<file path="src/hdl/bfea_ram.sv">
// Generic simple dual-port RAM, one write and one registered read port.
// No dependencies.
module bfea_ram #(
   parameter int WIDTH = 32,
   parameter int DEPTH = 128,
   localparam int ADDR_W = (DEPTH > 1) ? $clog2(DEPTH) : 1
) (
   input  logic              clock,
   input  logic              wr_en,
   input  logic [ADDR_W-1:0] wr_addr,
   input  logic [WIDTH-1:0]  wr_data,
   input  logic              rd_en,
   input  logic [ADDR_W-1:0] rd_addr,
   output logic [WIDTH-1:0]  rd_data
);
   logic [WIDTH-1:0] mem_ff [DEPTH];
   logic [WIDTH-1:0] rd_data_ff;

   always_ff @(posedge clock) begin
      if (wr_en) begin
         mem_ff[wr_addr] <= wr_data;
      end
      if (rd_en) begin
         rd_data_ff <= mem_ff[rd_addr];
      end
   end

   assign rd_data = rd_data_ff;
endmodule

</file>
<file path="config.mk">
export PLATFORM = sky130hd
export DESIGN_NAME = bfea_ram
export DESIGN_NICKNAME = d
export VERILOG_FILES = /design/src/hdl/bfea_ram.sv
export SDC_FILE = /design/constraint.sdc
export NUM_CORES = 2
export LEC_CHECK = 0
export CORE_AREA = 2 2 502 504
export DETAILED_ROUTE_END_ITERATION = 7
export DIE_AREA = 0 0 504 506
export DONT_BUFFER_PORTS = 1
export PLACE_DENSITY = 0.87
export SYNTH_ARGS = -nofsm -noshare
export SYNTH_HDL_FRONTEND = slang
export SYNTH_SLANG_ARGS = --single-unit
</file>
<file path="constraint.sdc">
create_clock -name clock -period 5.7 [get_ports clock]
set_clock_uncertainty 0.15 [all_clocks]
set_input_delay 1.14 -clock clock [delete_from_list [all_inputs] [get_ports clock]]
set_output_delay 1.14 -clock clock [all_outputs]
set_load 0.02 [all_outputs]
</file>
### Word-level counts from Yosys, hierarchy flattened

Memory sizes are Yosys's and may differ from the RTL's. A register that Yosys moved wholly into a read port is not among the register bits.
Cells that the tools add are included.
Widths: inputs -> output; s select.

* register bits after elaboration: 0
* RAM bits: 4096
* input bits: 49
* output and inout port bits: 32
* memories: 1

* muxes and demuxes: 2

Memory list
* mem_ff: words 128, width 32, read ports 1, clocked after memory_dff 1, wr ports 1, line 16 `logic [WIDTH-1:0] mem_ff [DEPTH];`

Operators by type and width (number)
* $mux 1: 2

### Longest topological paths before layout

* depth in word-level cells: 2
* depth in mapped cells: 8
* mapped depth without buffers: 4

### Worst setup path before layout

No wires, ideal clock.

* path kind: input to register
* start point: input port wr_en
* end point: memory mem_ff[98][0] (enable)
* setup time: 0.461 ns
* arrival: 3.918 ns
* data required time: 5.089 ns
* slack: 1.171 ns
* stages on the path: 3
* path buffers: 1
* cells stage by stage: clkbuf_1 nand4_1 nor3_1

* cells in the longest elaborated chain, start to end: 2

RTL lines
* start: declaration: line 9 `input logic wr_en,`
* $mux 1: line 20 `if (wr_en) begin`
* $mux 1 (not written as such): line 21 `mem_ff[wr_addr] <= wr_data;`
* end: declaration: line 16

No other way between the ends.

==> results.txt <==
R2r setup slk - 2.47 ns
Post-place setup slack - -1.478 ns
CP Capture Type - register
Drt first-iter violations - 19029
Sink Count - 4128
Min Tclk post-route - 5.989 ns
HPWL after detailed placement - 251800 um
Die height - 506 um
Peak supply drop - 0.0003669 V
# port buffers - 0
Mapped cell area - 156600 um^2
Synth Warn # - 0
Status - complete, but fails checks
Slew margin rel. - -70.23%
Post-synthesis net count - 6039
Syn avg cell area - 26.14 um^2
Largest net degree at the start of global routing - 1025
Initial antenna violation count - 70
DRT antenna net count - 0
Register area share after synthesis - 79.16%
Setup Fix Bufs, Post-CTS - 0
Placeable Area - 250000 um^2
Hold-fix buffers, CTS - 0
Routed vias/inst - 7.957
Delay-heaviest family, CP - multiplexers
Netlist cell types - 16
Share of layout cells above drive strength 1 - 34.04%
Actual slew at the worst max-slew pin - 2.554 ns
Share of the synthesized area in the top cell type - 79.16%
Largest cells by area after synthesis - edfxtp_1 (79%), mux4_2 (19%), clkbuf_1 (0.44%), nor2_1 (0.29%), buf_2 (0.25%)
Drt drc - 0
WP data arrival - 6.60 ns
Worst setup SP type - primary input
Pleak - 0.05312 uW
Fin cells - 9926
DR vias - 78985
Drt wl/cell - 52.69 um
Critical path class - in2reg
Worst Setup Slack, final - -0.2893 ns
Num CTS Buffers - 396
Slowest stage delay, CP - 0.71 ns
First-pass DRT Iterations - 8
Final setup violation count - 22
MaxCap Viol Count - 0
FP Rows - 184
WP buf/inv - 3
H-Tree Depth - 5
Syn-to-layout area delta - 11.54%
Die W - 504 um
Starting Density - 62.63%
Crit-path slowest cell - mux4_2
Clk Latency, worst-skew pair - 1.04 ns
Clock transition at the registers of the reported paths - 0.07 ns
Root buffer cell - clkbuf_16
Post-Synthesis Cells - 5990
Placed insts - 9188
Vias in the first global route - 78057
Cts repair resizes - 0
Area leader, netlist - edfxtp_1
Cell Pwr Density - 359.9 nW/um^2
Failing checks - max-slew violations, negative setup slack
Critical-path cell list - buf_16 > buf_16 > buf_16 > mux4_2 > mux4_2 > mux4_2 > mux2_2
Req. time, crit path - 6.31 ns
RePlAce Congestion - 0.8083
Fin Setup TNS - -2.231 ns
Fin. max-slew vios - 385
Clock Tree Buf Depth - 4
RSZ-0062 raised after global routing - no
All-layer global routing usage - 41.26%
Min-delay worst type - in2reg
Global-route wire length before repair - 697100 um
Final core occ - 69.86%
Routed WL - 523000 um
Final Power - 62860 uW
TritonCTS clock tree - built
Final hold violation count - 0
Final period utilization - 105.1%
Crit Path Max Fanout - 236
Die area - 255000 um^2
#FFs+latches synth - 4128
Top Ports - 81
Total gr overflow - 0
NumNets Final - 6297
Max frequency - 0.1670 GHz
[power by group]
group          leakage, uW  internal [uW]  switching, uW
clock network      0.00604          14600          11900
registers           0.0371          33500            211
logic              0.00995           1180           1410
total               0.0531          49300          13600
[worst register-to-register path, delay by kind of cell, from the launching register on]
family,cells,cell delay [ns]
mux,4,2.31
flops,1,0.49
[logic make-up (layout without fill, tap and decap cells)]
logic type	after synthesis	count (layout)	synth area share [%]
buf+inv	316	875	0.8373
flops	4128	4128	79.16
mux	1376	1376	19.56
other cells	0	29	0
simple gates	170	170	0.4450
[placed cells by master, fill, tap and decap left out, drive strengths merged]
master,n
clkinvlp,19
nand2b,2
nand3,12
buf,172
bufbuf,2
nor3,9
nand2,14
or3,1
inv,9
mux2,32
mux4,1344
clkbuf,489
nor2b,7
clkinv,147
edfxtp,4128
nand4,3
diode,29
bufinv,37
nor2,122
[sequential cells by signal (all words and copies together), names as in the netlist]
name     count
mem_ff    4096
rd_data     32
[final cells by class]
class / count / area [um^2]
timing repair buffer: 176 / 1767
sequential: 4128 / 124000
clock inverter: 212 / 2018
antenna: 29 / 72.57
clock buffer: 487 / 10380
fill: 12973 / 75350
multi-input combinational: 1546 / 32290
tap: 3348 / 4189
[metrics by stage]
stage          instance area (um^2)  hold slack, ns
5_1_grt                      174600         0.05567
3_5_place_dp                 161900           1.053
2_1_floorplan                156600          0.9991
3_3_place_gp                 161900           1.013
6_report                     174700         0.07356
4_1_cts                      174400         0.03540
[worst paths after layout]
path / start / end / depth (start not counted)
worst max-delay path: rd_addr[2] / rd_data[2] / 7
worst min-delay path: wr_data[30] / mem_ff[91][30] / 0
worst min register to register: mem_ff[106][14] / rd_data[14] / 4
worst max register to register: mem_ff[71][25] / rd_data[25] / 4
[synth_stat cells]
cell type	number
edfxtp_1	4128
nand2b_1	2
buf_4	3
buf_2	79
or3_1	1
nand2_1	14
nand4_1	3
nand3_1	12
mux4_2	1344
buf_6	2
nor2b_1	7
buf_1	50
clkbuf_1	182
nor3_1	9
mux2_2	32
nor2_1	122
[per-layer routing]
layer / global-route usage, % / part of all wire [%]
met5: 0 / 0.070
met4: 34.66 / 11
met3: 11.21 / 14
met2: 64.78 / 47
met1: 47.95 / 27
[repair_timing]
item / CTS / global route
pin swaps: 0 / 0
endpoints found under the hold margin: 0 / 0
setup endpoints to repair: 17 / 16
cloned: 2 / 2
Note: power is estimated with default switching activity, not from simulation.
