--- config.mk ---
export PLATFORM = sky130hd
export DESIGN_NAME = bfea_first_free
export DESIGN_NICKNAME = d
export VERILOG_FILES = /design/src/hdl/bfea_pkg.sv /design/src/hdl/bfea_first_free.sv
export SDC_FILE = /design/constraint.sdc
export NUM_CORES = 1
export LEC_CHECK = 0
export BUFFER_PORTS_ARGS = -buffer_cell sky130_fd_sc_hd__buf_4
export CAP_MARGIN = 20
export CORE_MARGIN = 2
export CORE_UTILIZATION = 56
export DETAILED_ROUTE_END_ITERATION = 10
export PLACE_DENSITY = 0.91
export SYNTH_ARGS = -nofsm -noshare
export SYNTH_HDL_FRONTEND = slang
export SYNTH_SLANG_ARGS = --single-unit
--- constraint.sdc ---
create_clock -name vclk -period 5.9
set_clock_uncertainty 0.2 [all_clocks]
set_input_delay 0.885 -clock vclk [all_inputs]
set_output_delay 0.885 -clock vclk [all_outputs]
set_load 0.03 [all_outputs]
--- src/hdl/bfea_pkg.sv ---
// Shared types and constants for the bitmap free-entry allocator.
// No dependencies; every other file but bfea_ram imports this package.
package bfea_pkg;

   localparam int ENTRY_W   = 12;
   localparam int CMD_W     = 2;
   localparam int WORD_BITS = 32;
   localparam int OFFSET_W  = 5;
   localparam int MAX_WORDS = 128;
   localparam int GROUP_N   = 16;
   localparam int GROUP_W   = 4;

   localparam logic [CMD_W-1:0] CMD_MARK_USED = 2'd0;
   localparam logic [CMD_W-1:0] CMD_MARK_FREE = 2'd1;
   localparam logic [CMD_W-1:0] CMD_FIND_FREE = 2'd2;

   typedef struct packed {
      logic                found;
      logic [OFFSET_W-1:0] offset;
   } scan_result_type;

endpackage

--- src/hdl/bfea_first_free.sv ---
// Finds the lowest free entry offset at or above a start offset in one map word.
// Entries are MSB first. Depends on bfea_pkg.
module bfea_first_free
   import bfea_pkg::*;
(
   input  logic [WORD_BITS-1:0] word,
   input  logic [OFFSET_W-1:0]  start,
   output scan_result_type      result
);
   always_comb begin
      result = '0;
      for (int j = WORD_BITS - 1; j >= 0; j--) begin
         if (!word[WORD_BITS-1-j] && (OFFSET_W'(j) >= start)) begin
            result.found  = 1'b1;
            result.offset = OFFSET_W'(j);
         end
      end
   end
endmodule

# Word level (Yosys, flattened, before mapping)
# Index checks and enable logic that the tools add are counted.
[word_totals] word_cells=128 out_inout_bits=6 in_bits=37 ff_bits=0
[op_classes] order_cmp=32 n_mux=32 reduce_logical=64
[op_table] operator="two-way mux 6 bit" count=32
[op_table] operator="greater-or-equal comparator 5 bit (first input constant)" count=16
[op_table] operator="greater-or-equal comparator 4 x 5 -> 1 bit (first input constant)" count=8
[op_table] operator="logical AND 1 bit" count=32
[op_table] operator="logical NOT 1 bit" count=32
[op_table] operator="greater-or-equal comparator 3 x 5 -> 1 bit (first input constant)" count=4
[op_table] operator="greater-or-equal comparator 1 x 5 -> 1 bit (first input constant)" count=2
[op_table] operator="greater-or-equal comparator 2 x 5 -> 1 bit (first input constant)" count=2

# Logic depth before layout (Yosys ltp)
# Gate-level depths: netlist of the first run.
[logic_depth] word_depth=34 ltp_mapped=9 ltp_nobuf=6

# Worst setup path before layout of the first run
# OpenSTA, ideal clock, no wires.
[synth_path] kind="input -> output" from="in start[1]" to="out result[1] in the netlist's numbering" n_path_buf=1 slack_ps=2267 stages=7 t_arrival_ps=2548 required_time_ps=4815 cell_sequence="buf_4 > a21o_1 > a211o_1 > o31ai_1 > nor4_1 > a21boi_1 > o41ai_2"
[synth_rtl] element="start: declaration" line_no="bfea_first_free.sv:7" rtl="input logic [OFFSET_W-1:0] start,"
[synth_rtl] element="end: declaration" line_no="bfea_first_free.sv:8" rtl="output scan_result_type result"

==> summary.txt, run 1 <==
Clock network
  • Hold-fix buffers at CTS: 0
  • Post-CTS setup buffer count: 0
  • Post-cts sizing count: 0

Logic synthesis
  • Yosys cell types: 56
  • Yosys top cell by area: buf_6
  • Most frequent cell after synthesis: nor2_1
  • Mapped cell area: 1040 um^2
  • Syn Area/Cell: 6.83 um^2
  • Share of the synthesized area in the top cell type: 0.0976
  • Ys Warns: 0
  • Ranking of synthesized cells by area: buf_6 (9.8%), a21o_1 (6.5%), nor2_1 (6.1%)
  • Seq/Total Area, Yosys: 0
  • Commonest cells post-synth: nor2_1 (17), a21oi_1 (10), a21o_1 (9), buf_6 (9), nand2_1 (9)
  • Post-Synthesis Cells: 152
  • Syn Nets: 189

Global route
  • First-pass GRT wire length: 4950 um
  • Largest net degree at the start of global routing: 38
  • Vias in the first global route: 1146
  • Initial antenna violation count: 0
  • Global route overflow: 0
  • GRT Overall Usage: 0.292

STA
  • WHS: 2.10 ns
  • Slew Viols, Final: 0
  • Crit share post-route: 0.631
  • Tmin final: 3.72 ns
  • Worst slew pin tran: 0.680 ns
  • Slew headroom: 0.535
  • RSZ-0062 raised after global routing: no
  • Final hold violation count: 0
  • # setup viols final: 0
  • Setup ws final: 2.18 ns
  • F_max: 0.269 GHz
  • Final setup TNS: 0 ns

Final layout
  • Final core utilization: 0.730
  • Fraction of layout cells with a size suffix above 1: 0.282
  • ANT cells: 0
  • # nets final: 220
  • CLK BUF: 0
  • Area grow syn2layout: 21.3%
  • FFs & Latches: 0
  • Register area: 0 um^2
  • Area of the multi-input gates: 895 um^2
  • # fillers: 138

Route
  • Remaining DRCs: 0
  • DR WL/cell: 15.2 um
  • Detail Route Antenna Nets: 0
  • TritonRoute pass-1 iters: 4
  • Vias per inst: 6.51
  • Drt total wl: 3130 um
  • Initial drt markers: 39
  • Via Count: 1342

Placed design
  • Gpl congestion: 0.913
  • Final HPWL DP: 2310 um
  • Worst slack, placed: 2.24 ns
  • Quantity of I/O buffers inserted on ports: 43

Hold path
  • Hold Path Class: in2out
  • Hold Path Origin: word[30]
  • Hold Crit Depth: 4

Setup path
  • Required time worst endpoint: 4.82 ns
  • CP max stage delay: 0.36 ns
  • Worst EP arrival: 2.64 ns
  • Crit-path most repeated cell: buf_4
  • Crit path launch type: input pin
  • Crit path cell chain: buf_4 > a21o_1 > a211o_1 > o31ai_1 > nor4_1 > a21boi_1 > o41ai_2 > buf_4
  • Critical path origin: start[1]
  • Setup Crit Path Kind: in2out
  • CP max stage cell: o41ai_2
  • Worst setup EP type: primary output
  • Crit-path max FO: 28

Floorplan
  • Die ar.: 2220 um^2
  • Initial core utilization: 0.601
  • Core ar.: 1730 um^2
  • Die height: 47.1 um
  • Die width: 47.1 um
  • I/O pins: 43
  • Rows: 15

Power
  • Cell area power density: 89.3 nW/um^2
  • VDD IR max: 0.0546 mV
  • Leakage: 0.548 nW

Status
  • Status: finished, final reports clean

Job
  • Max-Cap Viols: 0
logic make-up after synthesis:
| kind of cell | after synthesis | share of synthesized area |
|---|---|---|
| and+or+nand+nor | 61 | 0.333 |
| AOI/OAI and AO/OA | 74 | 0.529 |
| buffers and inverters | 17 | 0.139 |
where the power goes:
part	internal, W	leakage (nW)	switching (W)
logic	0.0000502	0.548	0.0000623
registers	0	0	0
clock network	0	0	0
total	0.0000502	0.548	0.0000623
routing by layer:
metal	vias to the layer above	routed length, um	share of wire	track usage
li1	657	-	-	-
met1	629	1390	0.44	0.377
met2	50	1560	0.50	0.542
met3	6	136	0.043	0.0154
met4	0	48	0.015	0.0389
met5	-	0	0	0
final cells by class:
cell class	count	area share
timing repair buffer	43	0.256
multi-input combinational	135	0.710
inverter	3	0.00894
tap	25	0.0248
path summary, 6_finish.rpt:
path,end,slack (ns)
min,result[0],2.10
max,result[1],2.18
metrics by stage:
step	instance area, um^2	power [W]	std cells
after floorplan	1040	0.0000764	152
after CTS	1260	0.000111	206
after detailed placement	1260	0.000110	206
final	1260	0.000113	206
after global placement	1260	0.000108	206
after global routing	1260	0.000121	206
layout by cell type (no fill, tap or decap), types with 5 or more instances in the layout:
master | synthesis | layout
buf_4 | 3 | 43
nand3_1 | 6 | 6
nand2_1 | 9 | 9
o21ai_0 | 7 | 7
a21o_1 | 9 | 9
a31oi_1 | 5 | 5
a21oi_1 | 10 | 10
nor2_1 | 17 | 17
nand2b_1 | 6 | 6
o21a_1 | 5 | 5
worst max-delay path, delay by kind of cell:
| kind | cells | cell delay [ns] |
|---|---|---|
| compound gates | 5 | 1.20 |
| buf+inv | 2 | 0.43 |
| simple gates | 1 | 0.12 |
Power figures use the tool's default switching activity.
==> inputs of run 2 (changes only) <==
--- a/config.mk
+++ b/config.mk
@@ -5,12 +5,13 @@
 export SDC_FILE = /design/constraint.sdc
 export NUM_CORES = 1
 export LEC_CHECK = 0
+export ABC_AREA = 1
 export BUFFER_PORTS_ARGS = -buffer_cell sky130_fd_sc_hd__buf_4
 export CAP_MARGIN = 20
 export CORE_MARGIN = 2
-export CORE_UTILIZATION = 56
+export CORE_UTILIZATION = 48
 export DETAILED_ROUTE_END_ITERATION = 10
-export PLACE_DENSITY = 0.91
+export PLACE_DENSITY = 0.85
 export SYNTH_ARGS = -nofsm -noshare
 export SYNTH_HDL_FRONTEND = slang
 export SYNTH_SLANG_ARGS = --single-unit
==> constraint.sdc (replaced) <==
create_clock -name vclk -period 3.8
set_clock_uncertainty 0.2 [all_clocks]
set_input_delay 0.57 -clock vclk [all_inputs]
set_output_delay 0.57 -clock vclk [all_outputs]
set_load 0.03 [all_outputs]
==> summary.txt, run 2 <==
Status
  • Status: finished, final reports clean

STA
  • Final hold violation count: 0 (unchanged)
  • Slew headroom: 0.766 (+0.232)
  • Slew Viols, Final: 0 (unchanged)
  • Tmin final: 3.48 ns
  • Crit share post-route: 0.917
  • F_max: 0.287 GHz
  • # setup viols final: 0 (unchanged)
  • Worst slew pin tran: 0.347 ns (-0.333 ns)

Setup path
  • Crit path launch type: input pin
  • CP max stage delay: 0.25 ns (-0.11 ns)
  • Crit-path most repeated cell: nand2_1
  • Worst setup EP type: primary output
  • Worst EP arrival: 2.71 ns (+0.07 ns)
  • Crit-path max FO: 5 (-82%)
  • Required time worst endpoint: 3.03 ns (-1.79 ns)
  • Setup Crit Path Kind: in2out
  • CP max stage cell: a31o_1

Logic synthesis
  • Most frequent cell after synthesis: nand2_1
  • Syn Nets: 219 (+16%)
  • Yosys cell types: 22 (-61%)
  • Seq/Total Area, Yosys: 0 (unchanged)
  • Post-Synthesis Cells: 182 (+20%)
  • Mapped cell area: 788 um^2 (-24%)
  • Ranking of synthesized cells by area: nand2_1 (29%), inv_1 (20%), nor2_1 (17%)
  • Ys Warns: 0 (unchanged)
  • Yosys top cell by area: nand2_1
  • Commonest cells post-synth: nand2_1 (60), inv_1 (42), nor2_1 (35)
  • Share of the synthesized area in the top cell type: 0.286 (+0.188)
  • Syn Area/Cell: 4.33 um^2 (-37%)

Final layout
  • Area grow syn2layout: 42.4%
  • # fillers: 145 (+5.1%)
  • Commonest non-fill, non-tap cell in the layout: nand2_1
  • Register area: 0 um^2 (unchanged)
  • Fraction of layout cells with a size suffix above 1: 0.225 (-0.0565)
  • CLK BUF: 0 (unchanged)
  • Most frequent cells in the layout: nand2_1 (60), inv_1 (42), buf_4 (42)
  • Area of the multi-input gates: 614 um^2 (-31%)
  • Final core utilization: 0.736 (+0.00674)
  • Cell area after layout: 1120 um^2 (-11%)
  • # nets final: 261 (+19%)
  • Layout Cells excl Fill: 238 (+16%)
  • ANT cells: 0 (unchanged)
  • FFs & Latches: 0 (unchanged)

Route
  • Vias per inst: 4.95 (-24%)
  • Via Count: 1178 (-12%)
  • DR WL/cell: 10.4 um (-31%)
  • TritonRoute pass-1 iters: 4 (unchanged)
  • Remaining DRCs: 0 (unchanged)
  • Initial drt markers: 43 (+10%)
  • Drt total wl: 2480 um (-21%)
  • Detail Route Antenna Nets: 0 (unchanged)

Hold path
  • Hold Path Origin: word[31]
  • Hold Path End: result[0]
  • Hold Path Class: in2out
  • Hold Crit Depth: 4 (unchanged)

Floorplan
  • Initial core utilization: 0.517 (-0.0842)
  • Rows: 14 (-1)
  • Die height: 44.5 um (-5.4%)
  • Core ar.: 1520 um^2 (-12%)
  • Die width: 44.5 um (-5.4%)
  • Die ar.: 1980 um^2 (-11%)
  • I/O pins: 43 (unchanged)

Global route
  • Initial antenna violation count: 0 (unchanged)
  • First-pass GRT wire length: 4080 um (-18%)
  • Largest net degree at the start of global routing: 16 (-58%)
  • Vias in the first global route: 1043 (-9.0%)
  • GRT Overall Usage: 0.260 (-0.0321)
  • Global route overflow: 0 (unchanged)

Placed design
  • Placed insts: 238 (+16%)
  • Final HPWL DP: 2130 um (-8.1%)
  • Post-DP Area: 1110 um^2 (-12%)
  • Gpl congestion: 0.892 (-2.3%)
  • Quantity of I/O buffers inserted on ports: 43 (unchanged)

Power
  • Total power: 0.000154 W (+37%)
  • VDD IR max: 0.118 mV (+120%)
  • Cell area power density: 138 nW/um^2 (+54%)
  • Leakage: 0.695 nW (+27%)

Job
  • Max-Cap Viols: 0 (unchanged)

Clock network
  • Hold-fix buffers at CTS: 0 (unchanged)
  • Post-CTS setup buffer count: 0 (unchanged)
[run 2: worst max-delay path by stage]
stage             start         to  slack [ns]  depth (start not counted)
6_report       start[1]  result[0]        0.32                         31
5_1_grt        start[4]  result[0]       -0.01                         34
4_1_cts        start[4]  result[0]        0.29                         32
3_5_place_dp   start[4]  result[0]        0.29                         32
3_3_place_gp   start[4]  result[0]        0.35                         33
2_1_floorplan  start[2]  result[0]        0.53                         31
[run 2: metal layers]
layer	vias up	global-route usage	routed length (um)
li1	630	-	-
met1	501	0.345	1060
met2	47	0.490	1250
met3	0	0	166
met4	0	0.00606	0
met5	-	0	0
[run 2: where the power goes]
part	leakage [nW]	switching (W)	total [W]	internal (W)
sequential	0	0	0	0
clock	0	0	0	0
combinational	0.695	0.0000880	0.000154	0.0000664
total	0.695	0.0000880	0.000154	0.0000664
[run 2: logic make-up (layout without fill, tap and decap cells)]
kind of cell,Yosys count,in the layout,share of synthesized area
buffers and inverters,46,86,0.230
AOI/OAI and AO/OA,28,28,0.224
and+or+nand+nor,108,108,0.546
[run 2: what timing repair did]
action	in CTS	in global routing
resized for setup	0	3
hold endpoints to repair	0	0
setup endpoints to repair	0	1
[run 2: cell type report]
class	instances	share of cell area
Inverter	43	0.144
Multi-Input combinational cell	136	0.547
Tap cell	16	0.0178
Timing Repair Buffer	43	0.291
[run 2: metrics by stage]
step	hold slack [ns]	worst slack, ns	TNS [ns]
after floorplan	1.16	0.533	0
after global placement	1.33	0.352	0
after detailed placement	1.34	0.294	0
after CTS	1.34	0.289	0
after global routing	1.37	-0.0123	-0.0123
final	1.34	0.315	0
[run 2: worst max-delay path: cells and delay by family]
family,cells,cell delay [ns]
AO/OA/AOI/OAI,2,0.30
buffers and inverters,2,0.30
AND/OR/NAND/NOR,27,1.53
==> inputs of run 3 (changes only) <==
--- a/config.mk
+++ b/config.mk
@@ -8,10 +8,9 @@
 export ABC_AREA = 1
 export BUFFER_PORTS_ARGS = -buffer_cell sky130_fd_sc_hd__buf_4
 export CAP_MARGIN = 20
-export CORE_MARGIN = 2
 export CORE_UTILIZATION = 48
 export DETAILED_ROUTE_END_ITERATION = 10
-export PLACE_DENSITY = 0.85
+export PLACE_DENSITY_LB_ADDON = 0.1
 export SYNTH_ARGS = -nofsm -noshare
 export SYNTH_HDL_FRONTEND = slang
 export SYNTH_SLANG_ARGS = --single-unit
==> summary.txt, run 3 (same netlist as run 2, synthesis figures left out) <==
Status
  • Status: finished, final reports clean

Power
  • Flop pwr share: 0 (unchanged)
  • Int Pwr: 0.0000688 W (+3.6%)
  • Cell area power density: 138 nW/um^2 (+0.30%)
  • Leakage: 0.695 nW (about the same)
  • Switching Fraction: 0.566 (-0.00341)
  • Comb power frac: 1.000 (about the same)
  • Switching pwr: 0.0000899 W (+2.1%)
  • Clock share of power: 0 (unchanged)
  • VDD IR max: 0.0866 mV (-26%)

Final layout
  • ANT cells: 0 (unchanged)
  • # nets final: 261 (unchanged)
  • Commonest non-fill, non-tap cell in the layout: nand2_1
  • FFs & Latches: 0 (unchanged)
  • Fraction of layout cells with a size suffix above 1: 0.248 (+0.0225)
  • Area grow syn2layout: 45.9%
  • Register area: 0 um^2 (unchanged)
  • Layout Cells excl Fill: 238 (unchanged)
  • Cell area after layout: 1150 um^2 (+2.5%)
  • Most frequent cells in the layout: nand2_1 (58), buf_4 (41), inv_1 (40)
  • CLK BUF: 0 (unchanged)

STA
  • F_max: 0.290 GHz (+1.2%)
  • Tmin final: 3.44 ns (-0.0414 ns)
  • Final hold violation count: 0 (unchanged)
  • Slew Viols, Final: 0 (unchanged)
  • Final setup TNS: 0 ns (unchanged)
  • # setup viols final: 0 (unchanged)
  • Worst slew pin tran: 0.387 ns (+0.0398 ns)
  • Slew headroom: 0.740 (-0.0267)
  • Crit share post-route: 0.906 (-0.0109)

Setup path
  • Crit-path most repeated cell: nand2_1
  • CP max stage delay: 0.17 ns (-0.08 ns)
  • Setup Crit Path Kind: in2out
  • Worst EP arrival: 2.67 ns (-0.04 ns)
  • Required time worst endpoint: 3.03 ns (about the same)
  • Crit path launch type: input pin
  • Crit-path max FO: 3 (-2)
  • CP max stage cell: o21bai_2
  • Critical path origin: start[0]
  • Worst setup EP type: primary output

Floorplan
  • Die height: 42.5 um (-4.5%)
  • Core ar.: 1520 um^2 (unchanged)
  • Initial core utilization: 0.517 (unchanged)
  • Die ar.: 1810 um^2 (-8.8%)
  • Rows: 14 (unchanged)
  • I/O pins: 43 (unchanged)
  • Die width: 42.5 um (-4.5%)

Route
  • Detail Route Antenna Nets: 0 (unchanged)
  • Drt total wl: 2430 um (-2.0%)
  • Via Count: 1182 (+0.34%)
  • Vias per inst: 4.97 (+0.34%)
  • Remaining DRCs: 0 (unchanged)
  • TritonRoute pass-1 iters: 4 (unchanged)
  • Initial drt markers: 46 (+7.0%)
  • DR WL/cell: 10.2 um (-2.0%)

Placed design
  • Post-DP Area: 1110 um^2 (unchanged)
  • Gpl congestion: 0.969 (+8.7%)
  • Placed insts: 238 (unchanged)
  • Quantity of I/O buffers inserted on ports: 43 (unchanged)
  • Final HPWL DP: 2010 um (-5.3%)

Global route
  • Initial antenna violation count: 0 (unchanged)
  • Largest net degree at the start of global routing: 16 (unchanged)
  • Vias in the first global route: 1037 (-0.58%)
  • GRT Overall Usage: 0.274 (+0.0138)
  • Global route overflow: 0 (unchanged)
  • First-pass GRT wire length: 4040 um (-1.2%)

Hold path
  • Hold Crit Depth: 4 (unchanged)
  • Hold Path Origin: word[31]
  • Hold Path End: result[0]
  • Hold Path Class: in2out

Clock network
  • Post-CTS setup buffer count: 0 (unchanged)

Job
  • Max-Cap Viols: 0 (unchanged)
[run 3: cell counts in the layout (fill, tap and decap cells not counted)]
Identical to the previous run, type by type.
[run 3: repair_timing]
action,CTS,global route
endpoints found under the setup margin,0,1
hold buffers,0,0
resized for setup,0,11
[run 3: worst max-delay path, delay by kind of cell]
kind	cells	cell delay (ns)
AOI/OAI and AO/OA	2	0.30
and+or+nand+nor	28	1.44
buffers and inverters	4	0.37
[run 3: worst max path at each step]
stage,endpoint,slack (ns),depth (start not counted)
after detailed placement,result[0],0.31,33
after global placement,result[0],0.35,33
after global routing,result[0],-0.02,33
after CTS,result[0],0.30,33
after floorplan,result[0],0.53,31
final,result[0],0.36,34
[run 3: per-stage QoR]
stage	setup WS [ns]	total power [W]	hold WS, ns	util
floorplan	0.533	0.0000944	1.16	-
global placement	0.348	0.000148	1.34	0.729
detailed placement	0.313	0.000151	1.34	0.729
CTS	0.303	0.000151	1.34	0.729
global route	-0.0196	0.000177	1.36	0.755
finish	0.357	0.000159	1.34	0.755
[run 3: cell type report]
type	instances	area [um^2]
Tap cell	16	20.0
Multi-Input combinational cell	136	638
Inverter	43	161
Fill cell	137	374
Timing Repair Buffer	43	330
[run 3: layer usage]
metal  GRT usage  wire, um
met1       0.362      1050
met2       0.502      1200
met3           0       159
met4      0.0438        16
met5           0         0
[run 3: power groups by stage]
stage / Clock [W] / Combinational (W) / Sequential (W)
6_report: 0 / 0.000159 / 0
5_1_grt: 0 / 0.000177 / 0
4_1_cts: 0 / 0.000151 / 0
3_5_place_dp: 0 / 0.000151 / 0
3_3_place_gp: 0 / 0.000148 / 0
2_1_floorplan: 0 / 0.0000944 / 0
